<file path="src/design/itp_pkg.sv">
// Shared types, constants and character helpers for the infix-to-prefix converter.
// No dependencies; the converter, front, queue and back modules import this package.
package itp_pkg;

  localparam int MaxLenDef = 64;
  localparam int QDepth    = 4;
  localparam int QAddrW    = $clog2(QDepth);

  localparam logic [7:0] ChPlus  = 8'h2B;
  localparam logic [7:0] ChMinus = 8'h2D;
  localparam logic [7:0] ChStar  = 8'h2A;
  localparam logic [7:0] ChSlash = 8'h2F;
  localparam logic [7:0] ChPct   = 8'h25;
  localparam logic [7:0] ChOpen  = 8'h28;
  localparam logic [7:0] ChClose = 8'h29;
  localparam logic [7:0] ChUpA   = 8'd65;
  localparam logic [7:0] ChUpZ   = 8'd90;
  localparam logic [7:0] ChLoA   = 8'd97;
  localparam logic [7:0] ChLoZ   = 8'd122;
  localparam logic [7:0] ChZero  = 8'd48;
  localparam logic [7:0] ChNine  = 8'd57;

  // Operator stack codes; the bracket entry doubles as the sentinel.
  typedef enum logic [2:0] {
    OP_BRK = 3'd0,
    OP_ADD = 3'd1,
    OP_SUB = 3'd2,
    OP_MUL = 3'd3,
    OP_DIV = 3'd4,
    OP_MOD = 3'd5
  } op_code_e;

  typedef enum logic [2:0] {
    CLS_NONE,
    CLS_OPND,
    CLS_OPER,
    CLS_OPEN,
    CLS_CLOSE
  } cls_e;

  typedef enum logic [2:0] {
    BK_LOAD,
    BK_RD,
    BK_EX,
    BK_TOP,
    BK_ORD,
    BK_OLD,
    BK_FLAG
  } bk_state_e;

  // Queue entry from front to back.
  typedef struct packed {
    logic [7:0] ch;
    logic       last;
    logic       err;   // expression ran past the buffer
    logic       keep;  // character is stored for the scan
  } qent_t;

  function automatic op_code_e op_of(input logic [7:0] c);
    op_code_e r;
    unique case (c)
      ChPlus:  r = OP_ADD;
      ChMinus: r = OP_SUB;
      ChStar:  r = OP_MUL;
      ChSlash: r = OP_DIV;
      ChPct:   r = OP_MOD;
      default: r = OP_BRK;
    endcase
    return r;
  endfunction

  function automatic cls_e classify(input logic [7:0] c);
    cls_e r;
    if ((c >= ChUpA && c <= ChUpZ) || (c >= ChLoA && c <= ChLoZ) ||
        (c >= ChZero && c <= ChNine)) begin
      r = CLS_OPND;
    end else if (op_of(c) != OP_BRK) begin
      r = CLS_OPER;
    end else if (c == ChOpen) begin
      r = CLS_OPEN;
    end else if (c == ChClose) begin
      r = CLS_CLOSE;
    end else begin
      r = CLS_NONE;
    end
    return r;
  endfunction

  function automatic logic [1:0] prec(input op_code_e op);
    logic [1:0] r;
    unique case (op)
      OP_ADD, OP_SUB:         r = 2'd1;
      OP_MUL, OP_DIV, OP_MOD: r = 2'd2;
      default:                r = 2'd0;
    endcase
    return r;
  endfunction

  function automatic logic [7:0] code_char(input op_code_e op);
    logic [7:0] r;
    unique case (op)
      OP_BRK:  r = ChClose;
      OP_ADD:  r = ChPlus;
      OP_SUB:  r = ChMinus;
      OP_MUL:  r = ChStar;
      OP_DIV:  r = ChSlash;
      OP_MOD:  r = ChPct;
      default: r = 8'd0;
    endcase
    return r;
  endfunction

endpackage

</file>
<file path="src/design/itp_if.sv">
// Valid/ready channel interfaces for the infix-to-prefix converter.
// Input channel carries one character; output channel carries one prefix result.
interface itp_in_if;
  logic       valid;
  logic       ready;
  logic [7:0] in_char;
  logic       in_last;

  modport source (output valid, in_char, in_last, input ready);
  modport sink   (input valid, in_char, in_last, output ready);
endinterface

interface itp_out_if;
  logic       valid;
  logic       ready;
  logic [7:0] out_char;
  logic       out_last;
  logic       out_empty;
  logic       out_error;

  modport source (output valid, out_char, out_last, out_empty, out_error, input ready);
  modport sink   (input valid, out_char, out_last, out_empty, out_error, output ready);
endinterface

</file>
<file path="src/design/infix_to_prefix_converter.sv">
// Top level of the infix-to-prefix converter: front end, queue and back end.
// Depends on itp_pkg, itp_if, itp_front, itp_fifo and itp_back.
//
//   channel | dir | modport | payload
//   --------+-----+---------+------------------------------------------
//   in_i    | in  | sink    | in_char[7:0], in_last
//   out_o   | out | source  | out_char[7:0], out_last, out_empty, out_error
//
// Flow: the front takes one character per cycle while the queue has room;
// the back drains one queue entry per cycle while loading. After the last
// character the scan reads each stored character and then the appended
// bracket, pops operators into the result and refills the stack top after a
// pop or a matched bracket (registered stack read), then reads each result
// through the result memory read port; error and empty results skip that read.
// Reset: asynchronous, active low; control state clears at once and no
// clearing pass is needed since the memories are only read where written.
// Stalls: output stalls hold the result register; the back stops, the queue
// fills and in_i.ready drops. Input continues into the queue during a scan.
module infix_to_prefix_converter import itp_pkg::*; #(
  parameter int MAX_LEN = MaxLenDef
) (
  input  logic      clk_i,
  input  logic      rst_ni,
  itp_in_if.sink    in_i,
  itp_out_if.source out_o
);

  qent_t q_in, q_out;
  logic  q_push, q_full, q_pop, q_empty;

  // character counting, overlong detection, classification
  itp_front #(
    .MAX_LEN (MAX_LEN)
  ) u_front (
    .clk_i    (clk_i),
    .rst_ni   (rst_ni),
    .in_i     (in_i),
    .q_full_i (q_full),
    .q_push_o (q_push),
    .q_data_o (q_in)
  );

  // decouples character intake from scan and emit
  itp_fifo u_fifo (
    .clk_i   (clk_i),
    .rst_ni  (rst_ni),
    .push_i  (q_push),
    .data_i  (q_in),
    .full_o  (q_full),
    .pop_i   (q_pop),
    .data_o  (q_out),
    .empty_o (q_empty)
  );

  // storage, stack scan and result emit
  itp_back #(
    .MAX_LEN (MAX_LEN)
  ) u_back (
    .clk_i     (clk_i),
    .rst_ni    (rst_ni),
    .q_empty_i (q_empty),
    .q_data_i  (q_out),
    .q_pop_o   (q_pop),
    .out_o     (out_o)
  );

endmodule

</file>
<file path="src/design/itp_front.sv">
// Front end: accepts characters, counts them, flags over-long input and
// queues the characters the scan needs. Depends on itp_pkg and itp_in_if.
module itp_front import itp_pkg::*; #(
  parameter int MAX_LEN = MaxLenDef
) (
  input  logic  clk_i,
  input  logic  rst_ni,
  itp_in_if.sink in_i,
  input  logic  q_full_i,
  output logic  q_push_o,
  output qent_t q_data_o
);

  localparam int CntW = $clog2(MAX_LEN + 1);
  localparam logic [CntW-1:0] Lim = CntW'(MAX_LEN);

  logic [CntW-1:0] cnt_q, cnt_d;
  logic            ovl_q, ovl_d;
  logic            accept, room, useful;

  assign in_i.ready = !q_full_i;
  assign accept     = in_i.valid && !q_full_i;
  assign room       = cnt_q < Lim;
  assign useful     = classify(in_i.in_char) != CLS_NONE;

  // Ignored characters still count against MAX_LEN but need no queue entry unless last.
  assign q_push_o      = accept && (in_i.in_last || (room && useful));
  assign q_data_o.ch   = in_i.in_char;
  assign q_data_o.last = in_i.in_last;
  assign q_data_o.err  = ovl_q || !room;
  assign q_data_o.keep = room && useful;

  always_comb begin
    cnt_d = cnt_q;
    ovl_d = ovl_q;
    if (accept) begin
      if (in_i.in_last) begin
        cnt_d = '0;
        ovl_d = 1'b0;
      end else if (room) begin
        cnt_d = cnt_q + 1'b1;
      end else begin
        ovl_d = 1'b1;
      end
    end
  end

  always_ff @(posedge clk_i or negedge rst_ni) begin
    if (!rst_ni) begin
      cnt_q <= '0;
      ovl_q <= 1'b0;
    end else begin
      cnt_q <= cnt_d;
      ovl_q <= ovl_d;
    end
  end

endmodule

</file>
<file path="src/design/itp_fifo.sv">
// Short register queue between front and back end.
// Depends on itp_pkg (entry type and depth).
module itp_fifo import itp_pkg::*; (
  input  logic  clk_i,
  input  logic  rst_ni,
  input  logic  push_i,
  input  qent_t data_i,
  output logic  full_o,
  input  logic  pop_i,
  output qent_t data_o,
  output logic  empty_o
);

  localparam logic [QAddrW:0] Full = (QAddrW + 1)'(QDepth);

  qent_t             mem_q [QDepth];
  logic [QAddrW-1:0] wp_q, rp_q;
  logic [QAddrW:0]   cnt_q;
  logic              do_push, do_pop;

  assign full_o  = cnt_q == Full;
  assign empty_o = cnt_q == '0;
  assign do_push = push_i && !full_o;
  assign do_pop  = pop_i && !empty_o;
  assign data_o  = mem_q[rp_q];

  always_ff @(posedge clk_i) begin
    if (do_push) begin
      mem_q[wp_q] <= data_i;
    end
  end

  always_ff @(posedge clk_i or negedge rst_ni) begin
    if (!rst_ni) begin
      wp_q  <= '0;
      rp_q  <= '0;
      cnt_q <= '0;
    end else begin
      if (do_push) wp_q <= wp_q + 1'b1;
      if (do_pop)  rp_q <= rp_q + 1'b1;
      cnt_q <= cnt_q + (QAddrW + 1)'(do_push) - (QAddrW + 1)'(do_pop);
    end
  end

endmodule

</file>
<file path="src/design/itp_back.sv">
// Back end: stores queued characters, runs the reverse scan with the operator
// stack and emits the prefix string. Depends on itp_pkg and itp_out_if.
module itp_back import itp_pkg::*; #(
  parameter int MAX_LEN = MaxLenDef
) (
  input  logic       clk_i,
  input  logic       rst_ni,
  input  logic       q_empty_i,
  input  qent_t      q_data_i,
  output logic       q_pop_o,
  itp_out_if.source  out_o
);

  localparam int CntW  = $clog2(MAX_LEN + 1);
  localparam int AddrW = $clog2(MAX_LEN);
  localparam logic [CntW-1:0] Lim = CntW'(MAX_LEN);

  bk_state_e state_q, state_d;

  logic [CntW-1:0] wcnt_q, wcnt_d;  // stored characters
  logic [CntW-1:0] idx_q, idx_d;    // characters left to scan
  logic [CntW-1:0] dep_q, dep_d;    // stack depth
  logic [CntW-1:0] rc_q, rc_d;      // collected results
  logic [CntW-1:0] oi_q, oi_d;      // results left to send
  logic            fin_q, fin_d;    // scanning the appended open bracket
  logic            adv_q, adv_d;    // after top refill, move to next char
  logic            err_q, err_d;
  op_code_e        top_q, top_d;

  logic [7:0] exp_mem [MAX_LEN];
  logic [7:0] res_mem [MAX_LEN];
  op_code_e   stk_mem [MAX_LEN];

  logic             exp_we, stk_we, res_we;
  logic [AddrW-1:0] exp_wa, exp_ra, stk_wa, stk_ra, res_wa, res_ra;
  logic [7:0]       exp_wd, res_wd, exp_rd_q, res_rd_q;
  op_code_e         stk_wd, stk_rd_q;

  logic            out_v_q, out_v_d, out_ld, out_free;
  logic [7:0]      och_q, och_d;
  logic            olast_q, olast_d, oempty_q, oempty_d, oerr_q, oerr_d;

  logic [CntW-1:0] idx_m1, dep_m1, dep_m2, oi_m1, wcnt_p;
  cls_e            cls;
  op_code_e        opc;
  logic            rc_room;

  assign idx_m1  = idx_q - 1'b1;
  assign dep_m1  = dep_q - 1'b1;
  assign dep_m2  = dep_q - CntW'(2);
  assign oi_m1   = oi_q - 1'b1;
  assign wcnt_p  = wcnt_q + CntW'(q_data_i.keep);
  assign cls     = fin_q ? CLS_OPEN : classify(exp_rd_q);
  assign opc     = op_of(exp_rd_q);
  assign rc_room = rc_q < Lim;

  assign out_free        = !out_v_q || out_o.ready;
  assign out_o.valid     = out_v_q;
  assign out_o.out_char  = och_q;
  assign out_o.out_last  = olast_q;
  assign out_o.out_empty = oempty_q;
  assign out_o.out_error = oerr_q;

  always_comb begin
    state_d  = state_q;
    wcnt_d   = wcnt_q;
    idx_d    = idx_q;
    dep_d    = dep_q;
    rc_d     = rc_q;
    oi_d     = oi_q;
    fin_d    = fin_q;
    adv_d    = adv_q;
    err_d    = err_q;
    top_d    = top_q;
    q_pop_o  = 1'b0;
    exp_we   = 1'b0;
    exp_wa   = wcnt_q[AddrW-1:0];
    exp_wd   = q_data_i.ch;
    // hold the current character on the read port outside of BK_RD
    exp_ra   = idx_q[AddrW-1:0];
    stk_we   = 1'b0;
    stk_wa   = dep_q[AddrW-1:0];
    stk_wd   = OP_BRK;
    stk_ra   = dep_m2[AddrW-1:0];
    res_we   = 1'b0;
    res_wa   = rc_q[AddrW-1:0];
    res_wd   = exp_rd_q;
    res_ra   = oi_m1[AddrW-1:0];
    out_ld   = 1'b0;
    och_d    = och_q;
    olast_d  = olast_q;
    oempty_d = oempty_q;
    oerr_d   = oerr_q;

    unique case (state_q)
      BK_LOAD: begin
        if (!q_empty_i) begin
          q_pop_o = 1'b1;
          if (q_data_i.keep) begin
            exp_we = 1'b1;
            wcnt_d = wcnt_p;
          end
          if (q_data_i.last) begin
            wcnt_d = '0;
            if (q_data_i.err) begin
              err_d   = 1'b1;
              state_d = BK_FLAG;
            end else begin
              idx_d   = wcnt_p;
              stk_we  = 1'b1;
              stk_wa  = '0;
              stk_wd  = OP_BRK;
              top_d   = OP_BRK;
              dep_d   = CntW'(1);
              rc_d    = '0;
              state_d = BK_RD;
            end
          end
        end
      end

      BK_RD: begin
        exp_ra = idx_m1[AddrW-1:0];
        if (dep_q == '0) begin
          err_d   = 1'b1;
          state_d = BK_FLAG;
        end else begin
          if (idx_q != '0) begin
            idx_d = idx_m1;
            fin_d = 1'b0;
          end else begin
            fin_d = 1'b1;
          end
          state_d = BK_EX;
        end
      end

      BK_EX: begin
        adv_d = 1'b1;
        unique case (cls)
          CLS_OPND: begin
            res_we = rc_room;
            rc_d   = rc_room ? rc_q + 1'b1 : rc_q;
          end
          CLS_CLOSE, CLS_OPER: begin
            if (cls == CLS_OPER && dep_q != '0 && prec(opc) < prec(top_q)) begin
              adv_d = 1'b0;
            end else if (dep_q == Lim) begin
              err_d = 1'b1;
            end else begin
              stk_we = 1'b1;
              stk_wd = (cls == CLS_OPER) ? opc : OP_BRK;
              top_d  = stk_wd;
              dep_d  = dep_q + 1'b1;
            end
          end
          CLS_OPEN: begin
            if (dep_q != '0 && top_q != OP_BRK) begin
              adv_d = 1'b0;
            end else if (dep_q != '0) begin
              dep_d = dep_m1;
            end
          end
          default: ;
        endcase

        if (!adv_d) begin
          // pop the stack top into the result
          res_we = rc_room;
          res_wd = code_char(top_q);
          rc_d   = rc_room ? rc_q + 1'b1 : rc_q;
          dep_d  = dep_m1;
          state_d = (dep_m1 != '0) ? BK_TOP : BK_EX;
        end else if (err_d) begin
          state_d = BK_FLAG;
        end else if (cls == CLS_OPEN && dep_q != '0 && dep_m1 != '0) begin
          state_d = BK_TOP;  // matched bracket, refill top then advance
        end else if (!fin_q) begin
          state_d = BK_RD;
        end else if (dep_d != '0) begin
          err_d   = 1'b1;
          state_d = BK_FLAG;
        end else if (rc_q == '0) begin
          err_d   = 1'b0;
          state_d = BK_FLAG;
        end else begin
          oi_d    = rc_q;
          state_d = BK_ORD;
        end
      end

      BK_TOP: begin
        top_d = stk_rd_q;
        if (!adv_q) begin
          state_d = BK_EX;
        end else if (!fin_q) begin
          state_d = BK_RD;
        end else begin
          err_d   = 1'b1;  // stack not empty after the final bracket
          state_d = BK_FLAG;
        end
      end

      BK_ORD: begin
        if (out_free) begin
          state_d = BK_OLD;
        end
      end

      BK_OLD: begin
        out_ld   = 1'b1;
        och_d    = res_rd_q;
        olast_d  = oi_q == CntW'(1);
        oempty_d = 1'b0;
        oerr_d   = 1'b0;
        oi_d     = oi_m1;
        state_d  = (oi_q == CntW'(1)) ? BK_LOAD : BK_ORD;
      end

      BK_FLAG: begin
        if (out_free) begin
          out_ld   = 1'b1;
          och_d    = 8'd0;
          olast_d  = 1'b1;
          oempty_d = 1'b1;
          oerr_d   = err_q;
          err_d    = 1'b0;
          state_d  = BK_LOAD;
        end
      end

      default: state_d = BK_LOAD;
    endcase
  end

  always_comb begin
    out_v_d = out_v_q;
    if (out_v_q && out_o.ready) out_v_d = 1'b0;
    if (out_ld)                 out_v_d = 1'b1;
  end

  always_ff @(posedge clk_i) begin
    if (exp_we) exp_mem[exp_wa] <= exp_wd;
    if (stk_we) stk_mem[stk_wa] <= stk_wd;
    if (res_we) res_mem[res_wa] <= res_wd;
    exp_rd_q <= exp_mem[exp_ra];
    stk_rd_q <= stk_mem[stk_ra];
    res_rd_q <= res_mem[res_ra];
    och_q    <= och_d;
    olast_q  <= olast_d;
    oempty_q <= oempty_d;
    oerr_q   <= oerr_d;
    idx_q    <= idx_d;
    oi_q     <= oi_d;
    top_q    <= top_d;
  end

  always_ff @(posedge clk_i or negedge rst_ni) begin
    if (!rst_ni) begin
      state_q <= BK_LOAD;
      wcnt_q  <= '0;
      dep_q   <= '0;
      rc_q    <= '0;
      fin_q   <= 1'b0;
      adv_q   <= 1'b0;
      err_q   <= 1'b0;
      out_v_q <= 1'b0;
    end else begin
      state_q <= state_d;
      wcnt_q  <= wcnt_d;
      dep_q   <= dep_d;
      rc_q    <= rc_d;
      fin_q   <= fin_d;
      adv_q   <= adv_d;
      err_q   <= err_d;
      out_v_q <= out_v_d;
    end
  end

endmodule
</file>
<file path="src/flat_wrapper.sv">
// flat-port wrapper written by rule: the top's interface ports become plain ports
module infix_to_prefix_converter_flat import itp_pkg::*;
#(
  parameter int MAX_LEN = MaxLenDef
)
  (clk_i, rst_ni, in_i_valid, in_i_in_char, in_i_in_last, in_i_ready, out_o_valid, out_o_out_char, out_o_out_last, out_o_out_empty, out_o_out_error, out_o_ready);
  itp_in_if in_i_i ();
  itp_out_if out_o_i ();
  input  logic clk_i;
  input  logic rst_ni;
  input wire logic [$bits(in_i_i.valid)-1:0] in_i_valid;
  input wire logic [$bits(in_i_i.in_char)-1:0] in_i_in_char;
  input wire logic [$bits(in_i_i.in_last)-1:0] in_i_in_last;
  output wire logic [$bits(in_i_i.ready)-1:0] in_i_ready;
  output wire logic [$bits(out_o_i.valid)-1:0] out_o_valid;
  output wire logic [$bits(out_o_i.out_char)-1:0] out_o_out_char;
  output wire logic [$bits(out_o_i.out_last)-1:0] out_o_out_last;
  output wire logic [$bits(out_o_i.out_empty)-1:0] out_o_out_empty;
  output wire logic [$bits(out_o_i.out_error)-1:0] out_o_out_error;
  input wire logic [$bits(out_o_i.ready)-1:0] out_o_ready;
  assign in_i_i.valid = in_i_valid;
  assign in_i_i.in_char = in_i_in_char;
  assign in_i_i.in_last = in_i_in_last;
  assign in_i_ready = in_i_i.ready;
  assign out_o_valid = out_o_i.valid;
  assign out_o_out_char = out_o_i.out_char;
  assign out_o_out_last = out_o_i.out_last;
  assign out_o_out_empty = out_o_i.out_empty;
  assign out_o_out_error = out_o_i.out_error;
  assign out_o_i.ready = out_o_ready;
  infix_to_prefix_converter #(.MAX_LEN(MAX_LEN)) u_core (.clk_i(clk_i), .rst_ni(rst_ni), .in_i(in_i_i), .out_o(out_o_i));
endmodule
</file>
<file path="config.mk">
export PLATFORM = sky130hd
export DESIGN_NAME = infix_to_prefix_converter_flat
export DESIGN_NICKNAME = d
export VERILOG_FILES = /design/src/design/itp_pkg.sv /design/src/design/itp_if.sv /design/src/design/infix_to_prefix_converter.sv /design/src/design/itp_front.sv /design/src/design/itp_fifo.sv /design/src/design/itp_back.sv /design/src/flat_wrapper.sv
export SDC_FILE = /design/constraint.sdc
export NUM_CORES = 2
export LEC_CHECK = 0
export CAP_MARGIN = 20
export CORE_MARGIN = 10
export CORE_UTILIZATION = 30
export DETAILED_ROUTE_END_ITERATION = 10
export DONT_BUFFER_PORTS = 1
export PLACE_DENSITY = 0.45
export SETUP_SLACK_MARGIN = 0.05
export SLEW_MARGIN = 20
export SYNTH_ARGS = -nofsm -noshare
export SYNTH_HDL_FRONTEND = slang
export SYNTH_SLANG_ARGS = --single-unit
export TNS_END_PERCENT = 30
</file>
<file path="constraint.sdc">
create_clock -name clk_i -period 5.7 [get_ports clk_i]
set_clock_uncertainty 0.1 [all_clocks]
set_input_delay 1.425 -clock clk_i [delete_from_list [all_inputs] [get_ports clk_i]]
set_output_delay 1.425 -clock clk_i [all_outputs]
set_load 0.01 [all_outputs]
</file>
* Word-level counts from Yosys, hierarchy flattened
Memories as Yosys holds them, arrays and structs flattened. A register that Yosys moved wholly into a read port is not among the register bits.
Cells that the tools add are included.
** Operators by class
- Add/sub/neg operators :: 12
- $lt $le $gt $ge :: 15
- Equality and inequality tests :: 59
- Mux-type cells :: 149
- Bitwise operators :: 2
- Reduce and logical (&&, ||, !) cells :: 67
** Operators with widths (number)
- two-way mux 7 bit :: 30
- == test 8 x 6 -> 1 bit (second input constant) :: 14
- two-way mux 3 bit :: 35
- case mux 7 bit (2 select lines) :: 5
- two-way mux 1 bit :: 50
- != test 2 bit (second input constant) :: 18
- case mux 6 bit (6 select lines) :: 1
- greater-or-equal comparator 8 x 7 -> 1 bit (second input constant) :: 4
- <= comparator 8 x 7 -> 1 bit (second input constant) :: 4
- two-way mux 6 bit :: 5
- case mux 3 bit (5 select lines) :: 2
- nonzero test 7 bit :: 4
- == test 3 bit (second input constant) :: 9
- == test 3 x 2 -> 1 bit (second input constant) :: 8
- two-way mux 8 bit :: 3
- adder 7 x 1 -> 7 bit (second input constant) :: 3
- case mux 3 bit (7 select lines) :: 1
- subtractor 7 x 1 -> 7 bit (second input constant) :: 3
- logical AND 1 bit :: 17
- greater-or-equal comparator 8 x 6 -> 1 bit (second input constant) :: 2
- <= comparator 8 x 6 -> 1 bit (second input constant) :: 2
- case mux 8 bit (2 select lines) :: 1
- nonzero test 3 bit :: 5
- logical NOT 7 bit :: 2
- other kinds (32) :: 76
** Word-level totals
- Register bits :: 71
- RAM bits :: 1260
- Input port bits :: 13
- Output and inout port bits :: 13
- Logic and storage cells :: 328
- Memories kept :: 4
** Memory list
- u_core.u_back.exp_mem :: depth 64, width 8, rd ports 1, clocked after memory_dff 1, wr ports 1, line itp_back.sv:30 : logic [7:0] exp_mem [MAX_LEN];
- u_core.u_back.res_mem :: depth 64, width 8, rd ports 1, clocked after memory_dff 1, wr ports 1, line itp_back.sv:31 : logic [7:0] res_mem [MAX_LEN];
- u_core.u_back.stk_mem :: depth 64, width 3, rd ports 1, clocked after memory_dff 1, wr ports 1, line itp_back.sv:32 : op_code_e stk_mem [MAX_LEN];
- u_core.u_fifo.mem_q :: depth 4, width 11, rd ports 1, clocked after memory_dff 0, wr ports 1, line itp_fifo.sv:16 : qent_t mem_q [QDepth];

* Longest topological paths before layout
- Depth after elaboration :: 25
- Mapped depth :: 14
- Mapped depth without buffers :: 14

* Hierarchy
Synthesis repeated with hierarchy kept, for this count alone.
** Unflattened totals
- Cell total of the unflattened synthesis :: 2697
- Area, all modules :: 54344.6 um2
** By module, submodules not included
- itp_back :: instances 1, cells each 2538, area each 51725.9 um2, sequential area each 38436.9 um2
- itp_fifo :: instances 1, cells each 98, area each 2065.7 um2, sequential area each 1496.4 um2
- itp_front :: instances 1, cells each 61, area each 553.0 um2, sequential area each 200.2 um2

* Least setup slack after synthesis
Ideal clock, no wire load.
- Path kind :: reg2reg
- From :: reg u_core.u_back.exp_rd_q[6] (read register of u_core.u_back.exp_mem)
- To :: mem u_core.u_back.res_mem[0][2], data pin
- Setup time :: 0.702 ns
- Arrival :: 5.427 ns
- Data required time :: 4.898 ns
- Slack :: -0.528 ns
- Stages on the path, launching flop included :: 11
- Buffers on the path :: 1
- Clock period less this slack :: 6.228 ns
- Path through :: dfxtp_1 or4b_4 or3_1 o21ai_0 ha_1 a41o_1 nor4_1 a21o_1 buf_2 nand2_1 o21ai_0
** Between the ends
- Word-level cells in the longest chain between the ends :: 15
- Elaborated cells on any way between the ends :: 48
- Classes of those cells :: order compare: 7; eq/ne: 15; mux: 15; reduce/logical: 11
** Ends and longest elaborated chain
- start: declaration :: line itp_back.sv:36 : logic [7:0] exp_wd, res_wd, exp_rd_q, res_rd_q;
- parallel branches: the longest is 11 deep, another holds less-than comparator 2 bit
- case mux 1 bit (2 select lines) * :: line itp_back.sv:140 : unique case (cls)
- two-way mux 1 bit * :: line itp_back.sv:95 : unique case (state_q)
- two-way mux 8 bit * :: line itp_back.sv:167 : if (!adv_d) begin
- two-way mux 8 bit * :: line itp_back.sv:95
- named net u_core.u_back.res_wd[2] :: line itp_back.sv:36
- end: declaration :: line itp_back.sv:31
Mark *: on every way through the listed nets, which the timed path passes. The select of a mux whose other input is x is not followed.

* Worst setup path in the final report
- From :: reg u_core.u_back.exp_rd_q[6] (read register of u_core.u_back.exp_mem)
- To :: mem u_core.u_back.res_mem[40][2], enable pin
** Between the ends
- Word-level cells in the longest chain between the ends :: 17
- Elaborated cells on any way between the ends :: 52
- Classes of those cells :: order compare: 7; eq/ne: 16; mux: 18; reduce/logical: 11
** Ends and longest elaborated chain
- parallel branches: the longest is 13 deep, another holds less-than comparator 2 bit
- two-way mux 1 bit * :: line itp_back.sv:167
- two-way mux 1 bit * :: line itp_back.sv:95
- two-way mux 1 bit * :: line itp_back.sv:245 : if (res_we) res_mem[res_wa] <= res_wd;
- two-way mux 1 bit (not written as such) * :: line itp_back.sv:245
Mark *: on every way between the ends. The select of a mux whose other input is x is not followed.

==> impl_metrics.prom <==
# TYPE chip_impl_metric gauge
chip_impl_metric{name="synth.cell_area",unit="um2"} 54210
chip_impl_metric{name="chipWidth",unit="um"} 445.1
chip_impl_metric{name="worst_slew_margin_rel",unit=""} 0.3074
chip_impl_metric{name="post_cts_hold_buffer_count",unit=""} 0
chip_impl_metric{name="synth_seq_area_share",unit=""} 0.7403
chip_impl_info{name="root_buffer",value="sky130_fd_sc_hd__clkbuf_16"} 1
chip_impl_metric{name="final_hold_viol_count",unit=""} 0
chip_impl_metric{name="worst_setup_hold_path_clk_slew",unit="ns"} 0.06
chip_impl_metric{name="number_of_inserted_filler_cells_in_the_final_layout",unit=""} 16550
chip_impl_metric{name="synth.lib_cells_used.distinct",unit=""} 67
chip_impl_metric{name="totalPowerFinal",unit="mW"} 31.83
chip_impl_metric{name="regToRegSetupSlack",unit="ns"} 0.70
chip_impl_metric{name="timing.final.crit_period",unit="ns"} 5.002
chip_impl_metric{name="die_area",unit="um2"} 198100
chip_impl_metric{name="count_of_buffers_added_by_post_cts_timing_repair_for_setup",unit=""} 0
chip_impl_metric{name="dp.final_hpwl",unit="mm"} 85.84
chip_impl_metric{name="drive_above_1_share",unit=""} 0.2243
chip_impl_info{name="tritoncts",value="done"} 1
chip_impl_metric{name="global_route.usage.total",unit=""} 0.1352
chip_impl_info{name="critical_path.startpoint_type",value="register"} 1
chip_impl_info{name="critical_path_class",value="reg2reg"} 1
chip_impl_metric{name="critical_path_arrival",unit="ns"} 5.29
chip_impl_metric{name="grt_pass1_vias",unit=""} 28610
chip_impl_metric{name="port_buffers",unit=""} 0
chip_impl_metric{name="drtPass1Iterations",unit=""} 7
chip_impl_metric{name="final.period_utilization",unit=""} 0.8775
chip_impl_metric{name="vdd_drop_max",unit="mV"} 0.3998
chip_impl_metric{name="syn_nets",unit=""} 2926
chip_impl_metric{name="asyncSetResetFlopFracSynth",unit=""} 0.03185
chip_impl_metric{name="start_util",unit=""} 0.3029
chip_impl_metric{name="grt_antenna_before_repair",unit=""} 2
chip_impl_info{name="rsz0062_at_grt",value="no"} 1
chip_impl_info{name="yosys.area.top_type",value="sky130_fd_sc_hd__edfxtp_1"} 1
chip_impl_metric{name="max_cap_violations",unit=""} 0
chip_impl_metric{name="rows",unit=""} 155
chip_impl_metric{name="global_route_wire_length_before_repair",unit="mm"} 201.2
chip_impl_metric{name="post_drt_wl_per_cell",unit="um"} 24.91
chip_impl_metric{name="vias",unit=""} 27580
chip_impl_metric{name="worstRegToRegCells",unit=""} 11
chip_impl_info{name="largest_cells_by_area_after_synthesis",value="sky130_fd_sc_hd__edfxtp_1 71%, sky130_fd_sc_hd__mux4_2 14%, sky130_fd_sc_hd__dfrtp_1 2.0%"} 1
chip_impl_metric{name="final_routed_drc_violation_total",unit=""} 0
chip_impl_metric{name="die_height",unit="um"} 445.1
chip_impl_metric{name="drtIter0Drc",unit=""} 2481
chip_impl_metric{name="synth_largest_type_area_fraction",unit=""} 0.7134
chip_impl_metric{name="cts-resized-gates",unit=""} 0
chip_impl_metric{name="cts_h_tree_lvls",unit=""} 4
chip_impl_metric{name="drtAntennaViolNets",unit=""} 0
chip_impl_metric{name="worst_path_max_fanout",unit=""} 8
chip_impl_metric{name="setup_viol",unit=""} 0
chip_impl_metric{name="power.leakage",unit="nW"} 19.58
chip_impl_metric{name="vias_per_cell",unit=""} 5.056
chip_impl_metric{name="maximum_number_of_pins_on_one_net_before_global_route_repair",unit=""} 133
chip_impl_metric{name="drt_wl_total",unit="mm"} 135.9
chip_impl_info{name="ys.flop_type",value="sky130_fd_sc_hd__edfxtp_1"} 1
chip_impl_metric{name="p_per_area",unit="nW/um2"} 509.9
chip_impl_metric{name="placeableCoreArea",unit="um2"} 179000
chip_impl_metric{name="numCtsBuffers",unit=""} 144
chip_impl_info{name="yosys-top-cells-count",value="1288 x sky130_fd_sc_hd__edfxtp_1, 335 x sky130_fd_sc_hd__mux4_2, 261 x sky130_fd_sc_hd__nor2_1, 161 x sky130_fd_sc_hd__nand2_1, 119 x sky130_fd_sc_hd__o21ai_0"} 1
chip_impl_metric{name="overflow",unit=""} 0
chip_impl_info{name="timing.hold.worst.class",value="in2async"} 1
chip_impl_metric{name="number_of_flops_mapped_to_enable_cells_by_yosys",unit=""} 1288
chip_impl_info{name="worstSetupEndpointType",value="register"} 1
chip_impl_metric{name="achievable-frequency",unit="MHz"} 199.9
chip_impl_info{name="yosysMostFrequentCell",value="sky130_fd_sc_hd__edfxtp_1"} 1
chip_impl_metric{name="ys_warn_count",unit=""} 0
chip_impl_metric{name="worstPathRequired",unit="ns"} 5.99
chip_impl_metric{name="postSynthCellCount",unit=""} 2890
chip_impl_metric{name="io_pins",unit=""} 26
chip_impl_metric{name="synth.ff_latch_count",unit=""} 1350
chip_impl_metric{name="worst_slew_pin_slew",unit="ns"} 1.036
chip_impl_metric{name="area_growth_syn_to_layout",unit="%"} 15.13
chip_impl_metric{name="cts.path.max_buffers",unit=""} 3
chip_impl_metric{name="final.setup.tns",unit="ns"} 0
chip_impl_metric{name="latest_clock_arrival_within_the_worst_skew_pair",unit="ns"} 0.77
chip_impl_metric{name="place_congestion",unit=""} 0.8309
chip_impl_metric{name="post_synth.cell_area_avg",unit="um2"} 18.76
chip_impl_metric{name="final_stage_net_count",unit=""} 3029
chip_impl_info{name="outcome",value="finished, final reports clean"} 1
chip_impl_metric{name="cts_num_sinks",unit=""} 1350
chip_impl_metric{name="maxSlewViolCount",unit=""} 0
==> worst max-delay path: stages, from the launching register on <==
cell and delay [ns]:
sky130_fd_sc_hd__dfxtp_1 0.35, sky130_fd_sc_hd__or4b_4 0.59, sky130_fd_sc_hd__or3_1 0.45, sky130_fd_sc_hd__o21ai_0 0.22
sky130_fd_sc_hd__ha_1 0.30, sky130_fd_sc_hd__a41o_1 0.29, sky130_fd_sc_hd__nor4_1 0.56, sky130_fd_sc_hd__a21o_1 0.17
sky130_fd_sc_hd__o21ai_1 0.12, sky130_fd_sc_hd__nor2_1 0.32, sky130_fd_sc_hd__nand3b_1 0.46, sky130_fd_sc_hd__nor2_1 0.69
==> flip-flops by register name, indices dropped and copies added, names as in the netlist, 8 cells and up <==
| register | flops |
|---|---|
| u_core.u_back.exp_mem | 512 |
| u_core.u_back.exp_rd_q | 8 |
| u_core.u_back.out_o.out_char | 8 |
| u_core.u_back.res_mem | 512 |
| u_core.u_back.res_rd_q | 8 |
| u_core.u_back.stk_mem | 192 |
| u_core.u_fifo.mem_q | 44 |
==> worst paths after layout <==
check                                                  startpoint                                            end
worst max-delay path            u_core.u_back.exp_rd_q[6]$_DFF_P_         u_core.u_back.res_mem[40][2]$_DFFE_PP_
worst min-delay path                                       rst_ni               u_core.u_front.ovl_q$_DFFE_PN0P_
worst max register to register  u_core.u_back.exp_rd_q[6]$_DFF_P_         u_core.u_back.res_mem[40][2]$_DFFE_PP_
worst min register to register  u_core.u_back.res_rd_q[4]$_DFF_P_  u_core.u_back.out_o.out_char[4]$_SDFFCE_PP0P_
max in group asynchronous                                  rst_ni             u_core.u_back.dep_q[0]$_DFFE_PN0P_
min in group clk_i              u_core.u_back.res_rd_q[4]$_DFF_P_  u_core.u_back.out_o.out_char[4]$_SDFFCE_PP0P_
==> report_power, final <==
part | internal (mW) | switching [mW]
Combinational | 3.48 | 6.29
Clock | 5.44 | 3.76
Sequential | 12.5 | 0.389
Total | 21.4 | 10.4
==> logic make-up after synthesis <==
logic type | after synthesis | synth area share
simple gates | 602 | 0.05024
compound gates | 318 | 0.03801
xor+xnor | 42 | 0.006785
mux | 375 | 0.1466
buf+inv | 180 | 0.01260
fa+ha+maj | 23 | 0.005447
flops | 1350 | 0.7403
==> stage by stage <==
step                      hold slack, ns  utilization  setup WS (ns)  instance area, um2  cells
final                             0.2541       0.3487         0.6982               62410   5455
after CTS                         0.1685       0.3485         0.6899               62380   5453
after global placement            0.3934       0.3225         0.6869               57740   5200
after floorplan                   0.3704            -        -0.5283               54210   2890
after global routing              0.1885       0.3487         0.4623               62410   5454
after detailed placement          0.4040       0.3227         0.7059               57760   5201
==> area by class of cell <==
| type | instances | area [um2] | share of cell area |
|---|---|---|---|
| timing repair buffer | 111 | 1049 | 0.01680 |
| antenna | 1 | 2.502 | 0.00004009 |
| clock buffer | 190 | 3941 | 0.06315 |
| sequential | 1350 | 40140 | 0.6431 |
| multi-input combinational | 1360 | 13560 | 0.2173 |
| inverter | 26 | 97.59 | 0.001564 |
| clock inverter | 62 | 674.4 | 0.01081 |
| tap | 2355 | 2947 | 0.04721 |
==> routing by layer <==
metal,track usage,wire (um),vias up
met2,0.2191,65310,823
met4,0.03572,2984,2
met5,0,13,-
li1,-,-,11920
met1,0.1872,60580,14640
met3,0.02440,6981,195
==> layout by cell type (no fill, tap or decap), drive strengths merged, types with 19 or more instances in the layout <==
| master | Yosys | layout |
|---|---|---|
| nor3 | 28 | 28 |
| xnor2 | 26 | 26 |
| ha | 22 | 22 |
| a22oi | 49 | 49 |
| dfrtp | 43 | 43 |
| mux4 | 335 | 335 |
| a32oi | 31 | 31 |
| nand2 | 161 | 161 |
| nand3 | 29 | 29 |
| inv | 24 | 28 |
| and2 | 20 | 20 |
| buf | 38 | 111 |
| edfxtp | 1288 | 1288 |
| nor2 | 261 | 261 |
| clkinv | 2 | 46 |
| clkbuf | 116 | 190 |
| a21oi | 45 | 45 |
| mux2i | 37 | 37 |
| dfxtp | 19 | 19 |
| o21ai | 122 | 122 |
Note: power is estimated with default switching activity, not from simulation.
